$ cat src/rtl/pidfd_pkg.sv
`default_nettype none

package pidfd_pkg;

    // Default sample width (Q.12 samples).
    localparam int SAMPLE_BITS_DEF = 16;

    // Fixed field widths.
    localparam int EL_W       = 20;
    localparam int LIM_W      = 16;
    localparam int GAIN_W     = 16;
    localparam int ALPHA_W    = 17;
    localparam int CFG_IDX_W  = 3;
    localparam int CFG_DATA_W = 17;

    // Shared multiplier: the second operand is 18 bits signed, and the
    // wide integral product is cut into 17 bit chunks.
    localparam int MB_W    = 18;
    localparam int CHUNK_W = 17;
    localparam int CPROD_W = EL_W + CHUNK_W;

    // 256000000 = 2^14 * 15625: shift by 14, then divide by 15625.
    localparam int          TIME_SHIFT = 14;
    localparam int          REM_W      = 14;
    localparam logic [14:0] DIV_ODD    = 15'd15625;
    localparam int          DIV_BITS   = 4;

    // Rounding constants for the gain and filter shifts.
    localparam int GAIN_FRAC  = 8;
    localparam int GAIN_HALF  = 128;
    localparam int ALPHA_FRAC = 16;
    localparam int ALPHA_HALF = 32768;
    localparam logic [ALPHA_W-1:0] ALPHA_ONE = 17'h10000;

    // Register reset values.
    localparam logic [ALPHA_W-1:0]      ALPHA_RST   = 17'h10000;
    localparam logic signed [LIM_W-1:0] OUT_MAX_RST = 16'sd4096;
    localparam logic signed [LIM_W-1:0] OUT_MIN_RST = -16'sd4096;

    // Input word actions.
    localparam logic ACT_COMPUTE = 1'b0;
    localparam logic ACT_CLEAR   = 1'b1;

    // Configuration register indexes.
    typedef enum logic [CFG_IDX_W-1:0] {
        CFG_KP      = 3'd0,
        CFG_KI      = 3'd1,
        CFG_KD      = 3'd2,
        CFG_ALPHA   = 3'd3,
        CFG_OUT_MAX = 3'd4,
        CFG_OUT_MIN = 3'd5,
        CFG_INT_EN  = 3'd6
    } t_cfg_idx;

    // Sequencer states.
    typedef enum logic [3:0] {
        S_IDLE,
        S_PROP,
        S_IMUL,
        S_RAW,
        S_FPREV,
        S_FSUM,
        S_DMUL,
        S_DRND,
        S_CMUL,
        S_CACC,
        S_DIV,
        S_ISUM,
        S_ICLAMP,
        S_YSUM,
        S_YCLAMP
    } t_state;

endpackage

`default_nettype wire

$ cat src/rtl/pid_filtered_derivative_top.sv
`default_nettype none

// PID step with derivative on measurement and a low-pass filtered derivative.
// Input channel: i_valid/o_ready carry one word (action plus samples). An
// action of compute runs one control step and yields one output word; an
// action of clear zeroes the integrator and the filter and yields nothing.
// Output channel: o_valid/i_ready carry the clamped control output.
// Configuration: i_cfg_valid/o_cfg_ready write i_cfg_data to register
// i_cfg_index; the port is always ready, and writes belong to idle periods.
// All products go through one shared 18-bit-operand multiplier, and the
// integral increment goes through a divider that retires 4 quotient bits
// per cycle; a small sequencer steps them one word at a time.
// A compute word steps through PROP, IMUL, RAW, FPREV, FSUM, DMUL, DRND,
// then CMUL and CACC once per 17-bit chunk, DIV, ISUM, ICLAMP, YSUM and
// YCLAMP; when lock_integral is set, DRND goes straight to ISUM.
// o_ready returns with o_valid, so a new word waits until the last one is
// done; a clear word leaves the block ready. The output register holds a
// finished word while the receiver stalls; a new word is still accepted,
// and its result waits in the last step until the register is free.
// Reset loads the register defaults and zeroes all controller state.
module pid_filtered_derivative_top #(
    parameter int SAMPLE_BITS = pidfd_pkg::SAMPLE_BITS_DEF
) (
    input  wire logic                                    i_clk,
    input  wire logic                                    i_rst_n,
    // Configuration write channel
    input  wire logic                                    i_cfg_valid,
    output logic                                         o_cfg_ready,
    input  wire logic [pidfd_pkg::CFG_IDX_W-1:0]         i_cfg_index,
    input  wire logic [pidfd_pkg::CFG_DATA_W-1:0]        i_cfg_data,
    // Input channel
    input  wire logic                                    i_valid,
    output logic                                         o_ready,
    input  wire logic                                    i_action,
    input  wire logic signed [SAMPLE_BITS-1:0]           i_measurement,
    input  wire logic signed [SAMPLE_BITS-1:0]           i_setpoint,
    input  wire logic signed [SAMPLE_BITS-1:0]           i_gyro_rate,
    input  wire logic                                    i_use_gyro,
    input  wire logic                                    i_lock_integral,
    input  wire logic [pidfd_pkg::EL_W-1:0]              i_elapsed_us,
    // Output channel
    output logic                                         o_valid,
    input  wire logic                                    i_ready,
    output logic signed [SAMPLE_BITS-1:0]                o_control_output
);

    // Derived widths.
    localparam int SB      = SAMPLE_BITS;
    localparam int E_W     = SB + 1;
    localparam int FD_W    = (SB + 1 > 32) ? 32 : SB + 1;
    localparam int MA_W    = (SB + 1 > pidfd_pkg::EL_W + 1) ? SB + 1 : pidfd_pkg::EL_W + 1;
    localparam int MB_W    = pidfd_pkg::MB_W;
    localparam int MP_W    = MA_W + MB_W;
    localparam int CH_W    = pidfd_pkg::CHUNK_W;
    localparam int NCH     = (SB + 16 + CH_W - 1) / CH_W;
    localparam int P1_W    = NCH * CH_W;
    localparam int ACC_W   = SB + 36;
    localparam int DIV_W   = ((ACC_W - pidfd_pkg::TIME_SHIFT + pidfd_pkg::DIV_BITS - 1)
                             / pidfd_pkg::DIV_BITS) * pidfd_pkg::DIV_BITS;
    localparam int DIV_CYC = DIV_W / pidfd_pkg::DIV_BITS;
    localparam int CNT_W   = $clog2(DIV_CYC);
    localparam int IS_W    = DIV_W + 2;
    localparam int Y_W     = SB + 11;
    localparam int REM_W   = pidfd_pkg::REM_W;
    localparam int LIM_W   = pidfd_pkg::LIM_W;
    localparam int GAIN_W  = pidfd_pkg::GAIN_W;
    localparam int ALPHA_W = pidfd_pkg::ALPHA_W;
    localparam int EL_W    = pidfd_pkg::EL_W;
    localparam int AF      = pidfd_pkg::ALPHA_FRAC;

    // Configuration registers.
    logic [GAIN_W-1:0]        r_kp, r_ki, r_kd;
    logic [ALPHA_W-1:0]       r_alpha;
    logic signed [LIM_W-1:0]  r_out_max, r_out_min;
    logic                     r_int_en;

    // Sequencer and controller state.
    pidfd_pkg::t_state        r_state, n_state;
    logic signed [LIM_W-1:0]  r_integ, n_integ;
    logic signed [FD_W-1:0]   r_fd, n_fd;
    logic signed [SB-1:0]     r_last, n_last;
    logic                     r_out_valid, n_out_valid;

    // Working registers.
    logic signed [E_W-1:0]    r_err, n_err, r_raw, n_raw;
    logic [SB-1:0]            r_aerr, n_aerr;
    logic                     r_neg, n_neg, r_lock, n_lock;
    logic [EL_W-1:0]          r_el, n_el;
    logic signed [MP_W-1:0]   r_mul, n_mul;
    logic signed [MP_W:0]     r_facc, n_facc;
    logic signed [Y_W-1:0]    r_pterm, n_pterm, r_dterm, n_dterm, r_ysum, n_ysum;
    logic [P1_W-1:0]          r_prod1, n_prod1;
    logic [ACC_W-1:0]         r_acc, n_acc;
    logic [DIV_W-1:0]         r_quo, n_quo;
    logic [REM_W-1:0]         r_rem, n_rem;
    logic [CNT_W-1:0]         r_cnt, n_cnt;
    logic signed [IS_W-1:0]   r_isum, n_isum;
    logic signed [SB-1:0]     r_out, n_out;

    // Datapath signals.
    logic signed [MA_W-1:0]   mul_a;
    logic signed [MB_W-1:0]   mul_b;
    logic [ALPHA_W-1:0]       alpha_eff, alpha_inv;
    logic signed [MP_W:0]     mul_rnd8;
    logic signed [MP_W+1:0]   filt_sum;
    logic [MP_W+1-AF-FD_W+1:0] filt_top;
    logic signed [FD_W-1:0]   filt_sat;
    logic [ACC_W-1:0]         acc_next;
    logic [DIV_W-1:0]         div_quo;
    logic [REM_W-1:0]         div_rem;
    logic [IS_W-1:0]          quo_ext;
    logic signed [IS_W-1:0]   inc_val, inc_use;
    logic signed [IS_W-1:0]   int_clamped;
    logic signed [Y_W-1:0]    y_clamped;

    // Handshake outputs.
    assign o_cfg_ready      = 1'b1;
    assign o_ready          = (r_state == pidfd_pkg::S_IDLE);
    assign o_valid          = r_out_valid;
    assign o_control_output = r_out;

    // Configuration writes.
    always_ff @(posedge i_clk) begin
        if (!i_rst_n) begin
            r_kp      <= '0;
            r_ki      <= '0;
            r_kd      <= '0;
            r_alpha   <= pidfd_pkg::ALPHA_RST;
            r_out_max <= pidfd_pkg::OUT_MAX_RST;
            r_out_min <= pidfd_pkg::OUT_MIN_RST;
            r_int_en  <= 1'b1;
        end else if (i_cfg_valid) begin
            case (i_cfg_index)
                pidfd_pkg::CFG_KP:      r_kp      <= i_cfg_data[GAIN_W-1:0];
                pidfd_pkg::CFG_KI:      r_ki      <= i_cfg_data[GAIN_W-1:0];
                pidfd_pkg::CFG_KD:      r_kd      <= i_cfg_data[GAIN_W-1:0];
                pidfd_pkg::CFG_ALPHA:   r_alpha   <= i_cfg_data[ALPHA_W-1:0];
                pidfd_pkg::CFG_OUT_MAX: r_out_max <= signed'(i_cfg_data[LIM_W-1:0]);
                pidfd_pkg::CFG_OUT_MIN: r_out_min <= signed'(i_cfg_data[LIM_W-1:0]);
                pidfd_pkg::CFG_INT_EN:  r_int_en  <= i_cfg_data[0];
                default: ;
            endcase
        end
    end

    // Filter weight, limited to one.
    assign alpha_eff = (r_alpha > pidfd_pkg::ALPHA_ONE) ? pidfd_pkg::ALPHA_ONE : r_alpha;
    assign alpha_inv = pidfd_pkg::ALPHA_ONE - alpha_eff;

    // Operand selection for the shared multiplier.
    always_comb begin
        mul_a = '0;
        mul_b = '0;
        case (r_state)
            pidfd_pkg::S_PROP: begin
                mul_a = MA_W'(r_err);
                mul_b = MB_W'(r_kp);
            end
            pidfd_pkg::S_IMUL: begin
                mul_a = MA_W'(r_aerr);
                mul_b = MB_W'(r_ki);
            end
            pidfd_pkg::S_RAW: begin
                mul_a = MA_W'(r_raw);
                mul_b = MB_W'(alpha_eff);
            end
            pidfd_pkg::S_FPREV: begin
                mul_a = MA_W'(r_fd);
                mul_b = MB_W'(alpha_inv);
            end
            pidfd_pkg::S_DMUL: begin
                mul_a = MA_W'(r_fd);
                mul_b = MB_W'(r_kd);
            end
            pidfd_pkg::S_CMUL: begin
                mul_a = MA_W'(r_el);
                mul_b = MB_W'(r_prod1[P1_W-1 -: CH_W]);
            end
            default: ;
        endcase
    end

    assign n_mul = mul_a * mul_b;

    // Gain product rounded to nearest, half up, then shifted by 8.
    assign mul_rnd8 = (MP_W+1)'(r_mul) + (MP_W+1)'(pidfd_pkg::GAIN_HALF);

    // Filter sum, rounded shift by 16 and saturation to the state width.
    assign filt_sum = (MP_W+2)'(r_facc) + (MP_W+2)'(r_mul);
    assign filt_top = filt_sum[MP_W+1:AF+FD_W-1];
    always_comb begin
        if ((&filt_top) || !(|filt_top)) begin
            filt_sat = filt_sum[AF+FD_W-1:AF];
        end else begin
            filt_sat = {filt_sum[MP_W+1], {(FD_W-1){~filt_sum[MP_W+1]}}};
        end
    end

    // Chunked product accumulation, most significant chunk first.
    assign acc_next = {r_acc[ACC_W-CH_W-1:0], {CH_W{1'b0}}}
                    + ACC_W'(r_mul[pidfd_pkg::CPROD_W-1:0]);

    // Restoring division by 15625, four quotient bits per cycle.
    always_comb begin : div_step
        logic [REM_W:0]   part;
        logic [REM_W-1:0] rem;
        logic [DIV_W-1:0] quo;
        rem = r_rem;
        quo = r_quo;
        part = '0;
        for (int k = 0; k < pidfd_pkg::DIV_BITS; k++) begin
            part = {rem, quo[DIV_W-1]};
            quo  = {quo[DIV_W-2:0], 1'b0};
            if (part >= pidfd_pkg::DIV_ODD) begin
                part   = part - pidfd_pkg::DIV_ODD;
                quo[0] = 1'b1;
            end
            rem = part[REM_W-1:0];
        end
        div_rem = rem;
        div_quo = quo;
    end

    // Signed increment; a locked step adds nothing.
    assign quo_ext = IS_W'(r_quo);
    assign inc_val = r_neg ? signed'(-quo_ext) : signed'(quo_ext);
    assign inc_use = r_lock ? IS_W'(0) : inc_val;

    // Integrator clamp (zero when disabled): upper limit first, then lower limit.
    always_comb begin
        int_clamped = r_int_en ? r_isum : IS_W'(0);
        if (int_clamped > IS_W'(r_out_max)) begin
            int_clamped = IS_W'(r_out_max);
        end
        if (int_clamped < IS_W'(r_out_min)) begin
            int_clamped = IS_W'(r_out_min);
        end
    end

    // Output clamp, same order.
    always_comb begin
        y_clamped = r_ysum;
        if (y_clamped > Y_W'(r_out_max)) begin
            y_clamped = Y_W'(r_out_max);
        end
        if (y_clamped < Y_W'(r_out_min)) begin
            y_clamped = Y_W'(r_out_min);
        end
    end

    // Sequencer: next state and next register values.
    always_comb begin
        n_state     = r_state;
        n_integ     = r_integ;
        n_fd        = r_fd;
        n_last      = r_last;
        n_out_valid = r_out_valid;
        n_out       = r_out;
        n_err       = r_err;
        n_raw       = r_raw;
        n_aerr      = r_aerr;
        n_neg       = r_neg;
        n_lock      = r_lock;
        n_el        = r_el;
        n_facc      = r_facc;
        n_pterm     = r_pterm;
        n_dterm     = r_dterm;
        n_ysum      = r_ysum;
        n_prod1     = r_prod1;
        n_acc       = r_acc;
        n_quo       = r_quo;
        n_rem       = r_rem;
        n_cnt       = r_cnt;
        n_isum      = r_isum;

        // The receiver takes the waiting word.
        if (r_out_valid && i_ready) begin
            n_out_valid = 1'b0;
        end

        case (r_state)
            pidfd_pkg::S_IDLE: begin
                if (i_valid) begin
                    if (i_action == pidfd_pkg::ACT_CLEAR) begin
                        n_integ = '0;
                        n_fd    = '0;
                    end else begin
                        n_err   = E_W'(i_setpoint) - E_W'(i_measurement);
                        n_raw   = i_use_gyro ? E_W'(i_gyro_rate)
                                             : E_W'(i_measurement) - E_W'(r_last);
                        n_last  = i_measurement;
                        n_lock  = i_lock_integral;
                        n_el    = i_elapsed_us;
                        n_state = pidfd_pkg::S_PROP;
                    end
                end
            end
            pidfd_pkg::S_PROP: begin
                n_neg   = r_err[E_W-1];
                n_aerr  = r_err[E_W-1] ? SB'(-r_err) : SB'(r_err);
                n_state = pidfd_pkg::S_IMUL;
            end
            pidfd_pkg::S_IMUL: begin
                n_pterm = mul_rnd8[pidfd_pkg::GAIN_FRAC +: Y_W];
                n_state = pidfd_pkg::S_RAW;
            end
            pidfd_pkg::S_RAW: begin
                n_prod1 = P1_W'(r_mul[SB+15:0]);
                n_state = pidfd_pkg::S_FPREV;
            end
            pidfd_pkg::S_FPREV: begin
                n_facc  = (MP_W+1)'(r_mul) + (MP_W+1)'(pidfd_pkg::ALPHA_HALF);
                n_state = pidfd_pkg::S_FSUM;
            end
            pidfd_pkg::S_FSUM: begin
                n_fd    = filt_sat;
                n_state = pidfd_pkg::S_DMUL;
            end
            pidfd_pkg::S_DMUL: begin
                n_state = pidfd_pkg::S_DRND;
            end
            pidfd_pkg::S_DRND: begin
                n_dterm = mul_rnd8[pidfd_pkg::GAIN_FRAC +: Y_W];
                n_acc   = '0;
                n_cnt   = CNT_W'(NCH - 1);
                n_state = r_lock ? pidfd_pkg::S_ISUM : pidfd_pkg::S_CMUL;
            end
            pidfd_pkg::S_CMUL: begin
                n_state = pidfd_pkg::S_CACC;
            end
            pidfd_pkg::S_CACC: begin
                n_acc   = acc_next;
                n_prod1 = {r_prod1[P1_W-CH_W-1:0], {CH_W{1'b0}}};
                if (r_cnt == '0) begin
                    n_quo   = DIV_W'(acc_next[ACC_W-1:pidfd_pkg::TIME_SHIFT]);
                    n_rem   = '0;
                    n_cnt   = CNT_W'(DIV_CYC - 1);
                    n_state = pidfd_pkg::S_DIV;
                end else begin
                    n_cnt   = r_cnt - 1'b1;
                    n_state = pidfd_pkg::S_CMUL;
                end
            end
            pidfd_pkg::S_DIV: begin
                n_quo = div_quo;
                n_rem = div_rem;
                if (r_cnt == '0) begin
                    n_state = pidfd_pkg::S_ISUM;
                end else begin
                    n_cnt = r_cnt - 1'b1;
                end
            end
            pidfd_pkg::S_ISUM: begin
                n_isum  = IS_W'(r_integ) + inc_use;
                n_state = pidfd_pkg::S_ICLAMP;
            end
            pidfd_pkg::S_ICLAMP: begin
                n_integ = int_clamped[LIM_W-1:0];
                n_state = pidfd_pkg::S_YSUM;
            end
            pidfd_pkg::S_YSUM: begin
                n_ysum  = r_pterm + Y_W'(r_integ) - r_dterm;
                n_state = pidfd_pkg::S_YCLAMP;
            end
            pidfd_pkg::S_YCLAMP: begin
                // Wait here while the previous word is still unread.
                if (!r_out_valid || i_ready) begin
                    n_out       = y_clamped[SB-1:0];
                    n_out_valid = 1'b1;
                    n_state     = pidfd_pkg::S_IDLE;
                end
            end
            default: begin
                n_state = pidfd_pkg::S_IDLE;
            end
        endcase
    end

    // State register and controller state.
    always_ff @(posedge i_clk) begin
        if (!i_rst_n) begin
            r_state     <= pidfd_pkg::S_IDLE;
            r_integ     <= '0;
            r_fd        <= '0;
            r_last      <= '0;
            r_out_valid <= 1'b0;
        end else begin
            r_state     <= n_state;
            r_integ     <= n_integ;
            r_fd        <= n_fd;
            r_last      <= n_last;
            r_out_valid <= n_out_valid;
        end
    end

    // Working registers.
    always_ff @(posedge i_clk) begin
        r_out   <= n_out;
        r_err   <= n_err;
        r_raw   <= n_raw;
        r_aerr  <= n_aerr;
        r_neg   <= n_neg;
        r_lock  <= n_lock;
        r_el    <= n_el;
        r_mul   <= n_mul;
        r_facc  <= n_facc;
        r_pterm <= n_pterm;
        r_dterm <= n_dterm;
        r_ysum  <= n_ysum;
        r_prod1 <= n_prod1;
        r_acc   <= n_acc;
        r_quo   <= n_quo;
        r_rem   <= n_rem;
        r_cnt   <= n_cnt;
        r_isum  <= n_isum;
    end

endmodule

`default_nettype wire

$ cat config.mk
export PLATFORM = sky130hd
export DESIGN_NAME = pid_filtered_derivative_top
export DESIGN_NICKNAME = d
export VERILOG_FILES = /design/src/rtl/pidfd_pkg.sv /design/src/rtl/pid_filtered_derivative_top.sv
export SDC_FILE = /design/constraint.sdc
export NUM_CORES = 2
export LEC_CHECK = 0
export ABC_AREA = 1
export ABC_CLOCK_PERIOD_IN_PS = 20700
export BUFFER_PORTS_ARGS = -buffer_cell sky130_fd_sc_hd__buf_2
export CORE_ASPECT_RATIO = 1.5
export CORE_MARGIN = 3
export CORE_UTILIZATION = 35
export CTS_CLUSTER_SIZE = 20
export DETAILED_ROUTE_END_ITERATION = 10
export GPL_TIMING_DRIVEN = 0
export PLACE_DENSITY = 0.57
export SETUP_SLACK_MARGIN = 0.02
export SYNTH_ARGS = -nofsm -noshare
export SYNTH_HDL_FRONTEND = slang
export SYNTH_SLANG_ARGS = --single-unit
$ cat constraint.sdc
create_clock -name i_clk -period 20.7 [get_ports i_clk]
set_input_delay 2.07 -clock i_clk [delete_from_list [all_inputs] [get_ports i_clk]]
set_output_delay 2.07 -clock i_clk [all_outputs]
set_load 0.005 [all_outputs]
==> results.sh <==
export IMPL_outcome="finished clean"
export IMPL_worst_ep_required_time_ns=21.25
export IMPL_synth_commonest_cells="1113 x inv_1, 1099 x nand2_1, 625 x nor2_1"
export IMPL_yosysUniqueCellTypes=63
export IMPL_seqPwrFrac=0.450
export IMPL_drtIter0Drc=2723
export IMPL_io_pins=115
export IMPL_setup_ws_ns=9.86
export IMPL_synth_mux_area_frac=0
export IMPL_fmax_ghz=0.0922
export IMPL_reg2reg_to="r_mul[38]"
export IMPL_report_final_slew_viol_count=0
export IMPL_synth_most_common_cell="inv_1"
export IMPL_critPathBufInv=10
export IMPL_gp_congestion=0.954
export IMPL_grt_util_all_layers=0.213
export IMPL_drive_above_1_share=0.0548
export IMPL_first_pass_iters=6
export IMPL_cp_max_fo=26
export IMPL_r2r_cells=42
export IMPL_fin_area_mm2=0.0554
export IMPL_clkPwrFrac=0.408
export IMPL_synth_area_mm2=0.0500
export IMPL_internal_power_mw=2.01
export IMPL_end_kind="flip-flop"
export IMPL_grt_pass1_wl_um=243000
export IMPL_grt_start_max_net_pins=64
export IMPL_hold_viol=0
export IMPL_power_density_mw_per_mm2=50.5
export IMPL_start_util=0.353
export IMPL_ys_warn_count=0
export IMPL_synth_compound_area_frac=0.117
export IMPL_drc=0
export IMPL_max_stage_delay_ns=0.74
export IMPL_cts_inserted_buffers=60
export IMPL_clock_skew_ns=0.0500
export IMPL_dp_worst_setup_slack_ns=9.93
export IMPL_arrival_ns=11.39
export IMPL_clock_tree_buffer_depth=3
export IMPL_r2r_slack_ns=9.86
export IMPL_core_mm2=0.142
export IMPL_worstSetupStartpointType="flip-flop"
export IMPL_cts_root_buf="clkbuf_16"
export IMPL_synth_edf_count=378
export IMPL_synth_top_area_share=0.227
export IMPL_post_drt_wl_per_cell_um=19.2
export IMPL_place_hpwl_um=131000
export IMPL_p_sw_mw=0.783
export IMPL_finalNetCount=7202
export IMPL_synthFlopType="edfxtp_1"
export IMPL_syn_nets=7005
export IMPL_area_growth_pct=10.8
export IMPL_whs_ns=0.469
export IMPL_synth_adder_area_share=0.256
export IMPL_io_buffers=113
export IMPL_dp_cells=8134
export IMPL_cts_max_level=2
export IMPL_wl_um=158000
export IMPL_place_area_mm2=0.0533
export IMPL_hold_buffers=0
export IMPL_crit_slowest_cell="clkbuf_2"
export IMPL_viasPerCell=5.05
export IMPL_crit_type="flip-flop to flip-flop"
export IMPL_clk_latency_ns=0.70
export IMPL_synth_top_family_by_area="adder cells"
export IMPL_hold_depth=2
export IMPL_antennaDiodeCount=0
export IMPL_avgSynthCellArea_um2=8.17
export IMPL_crit_family="adder cells"
export IMPL_rsz0062_at_grt="no"
export IMPL_switching_share=0.280
export IMPL_hold_class="flip-flop to flip-flop"
export IMPL_ir_drop_uv=70.2
export IMPL_netlist_instances=6118
export IMPL_synth_top_area_cell="edfxtp_1"
export IMPL_cts_tree="yes"
export IMPL_maxCapViolations=0
export IMPL_ant_nets=0
export IMPL_grt_pass1_vias=42601
export IMPL_setup_viol=0
export IMPL_period_share=0.524
export IMPL_tns_ns=0
export IMPL_clkSinkCount=569
export IMPL_antenna_found_initial=2
export IMPL_via_count=41690
export IMPL_tightestPinTransition_ns=1.32
export IMPL_min_period_ns=10.84
export IMPL_die_h_um=469
export IMPL_grt_overflow_total=0
export IMPL_path_clk_slew_ns=0.07
export IMPL_async_flop_share=0
export IMPL_synthSimpleGateAreaFrac=0.179
export IMPL_rows=169
export IMPL_post_cts_buffers=0
export IMPL_final_cell_count_no_fill=8248
export IMPL_relSlewSlack=0.112
export IMPL_hold_end="r_ki[0]"
export IMPL_p_leak_nw=25.6
export IMPL_ys_seq_area_frac=0.304
export IMPL_comb_power_share=0.142
export IMPL_num_fill_cells=14587
export IMPL_die_w_um=315
export IMPL_synth_xor_area_share=0.0450
export IMPL_worstHoldStart="r_ki[0]"
export IMPL_timing_rr_start="r_state[0]"
export IMPL_synth_area_top_cells="edfxtp_1 23%, fa_1 15%, ha_1 10%, inv_1 8.4%, nand2_1 8.3%"
export IMPL_cts_resized_gates=0
export IMPL_die_area_mm2=0.147
export IMPL_ys_ff_latch=569
## registers in the layout (all words and copies together) (netlist names), 17 cells and up
name and count:
r_acc 35, r_ysum 27, r_el 20, r_err 17, r_pterm 27, r_facc 40, r_dterm 27, r_alpha 17
r_mul 39, r_prod1 34, r_isum 42, r_quo 40, r_raw 17, r_fd 17
## final cells by class
type	count	area [µm²]	area share
clock buffer	74	1610	0.0290
sequential	569	15200	0.274
buffer	144	618	0.0112
multi-input combinational	4253	30000	0.541
inverter	1152	4320	0.0781
tap	1881	2350	0.0425
clock inverter	40	462	0.00834
timing repair buffer	135	875	0.0158
## cells by family (layout without fill, tap and decap cells)
kind of cell | after synthesis | count (layout)
simple gates | 2151 | 2151
fa+ha+maj | 791 | 791
compound gates | 1053 | 1053
other cells | 1 | 1
buf+inv | 1296 | 1545
xor+xnor | 257 | 257
flops | 569 | 569
## cell usage in the layout (no fill, tap or decap), drive strengths merged, types with 150 or more instances in the layout
master | Yosys | layout
xor2 | 169 | 169
ha | 405 | 405
dfxtp | 191 | 191
nor2 | 641 | 641
buf | 15 | 150
nand2 | 1133 | 1133
edfxtp | 378 | 378
o21ai | 392 | 392
inv | 1127 | 1130
clkbuf | 129 | 203
fa | 386 | 386
a21oi | 453 | 453
nand3 | 170 | 170
## power by group through the flow
stage | clock, mW | combinational [mW] | sequential (mW)
floorplan | 0 | 0.251 | 1.27
global placement | 0 | 0.379 | 1.28
detailed placement | 0 | 0.393 | 1.28
CTS | 1.16 | 0.395 | 1.26
global route | 1.21 | 0.442 | 1.26
finish | 1.14 | 0.397 | 1.26
## per-stage QoR
step           power [mW]  utilization
2_1_floorplan        1.52            -
4_1_cts              2.82        0.391
5_1_grt              2.91        0.391
3_3_place_gp         1.66        0.373
6_report             2.80        0.391
3_5_place_dp         1.68        0.376
## worst max path at each step
stage,start,to,slack [ns],cells past startpoint
6_report,r_state[0],r_mul[38],9.86,42
5_1_grt,r_alpha[5],r_mul[37],9.21,52
3_5_place_dp,r_state[0],r_mul[38],9.93,42
3_3_place_gp,r_state[3],r_mul[35],9.15,35
4_1_cts,r_state[0],r_mul[38],9.86,42
2_1_floorplan,r_state[2],r_mul[38],12.17,42
## layer usage
metal	global-route usage	wire length [µm]
met1	0.238	60500
met2	0.399	81700
met3	0.0203	6210
met4	0.111	9680
met5	0	0
## worst min-delay path: cells and delay by family (launching register included)
kind / cells / cell delay [ns]
buffers and inverters: 1 / 0.06
AO/OA/AOI/OAI: 1 / 0.06
flip-flops: 1 / 0.30
(Power assumes the default switching activity.)
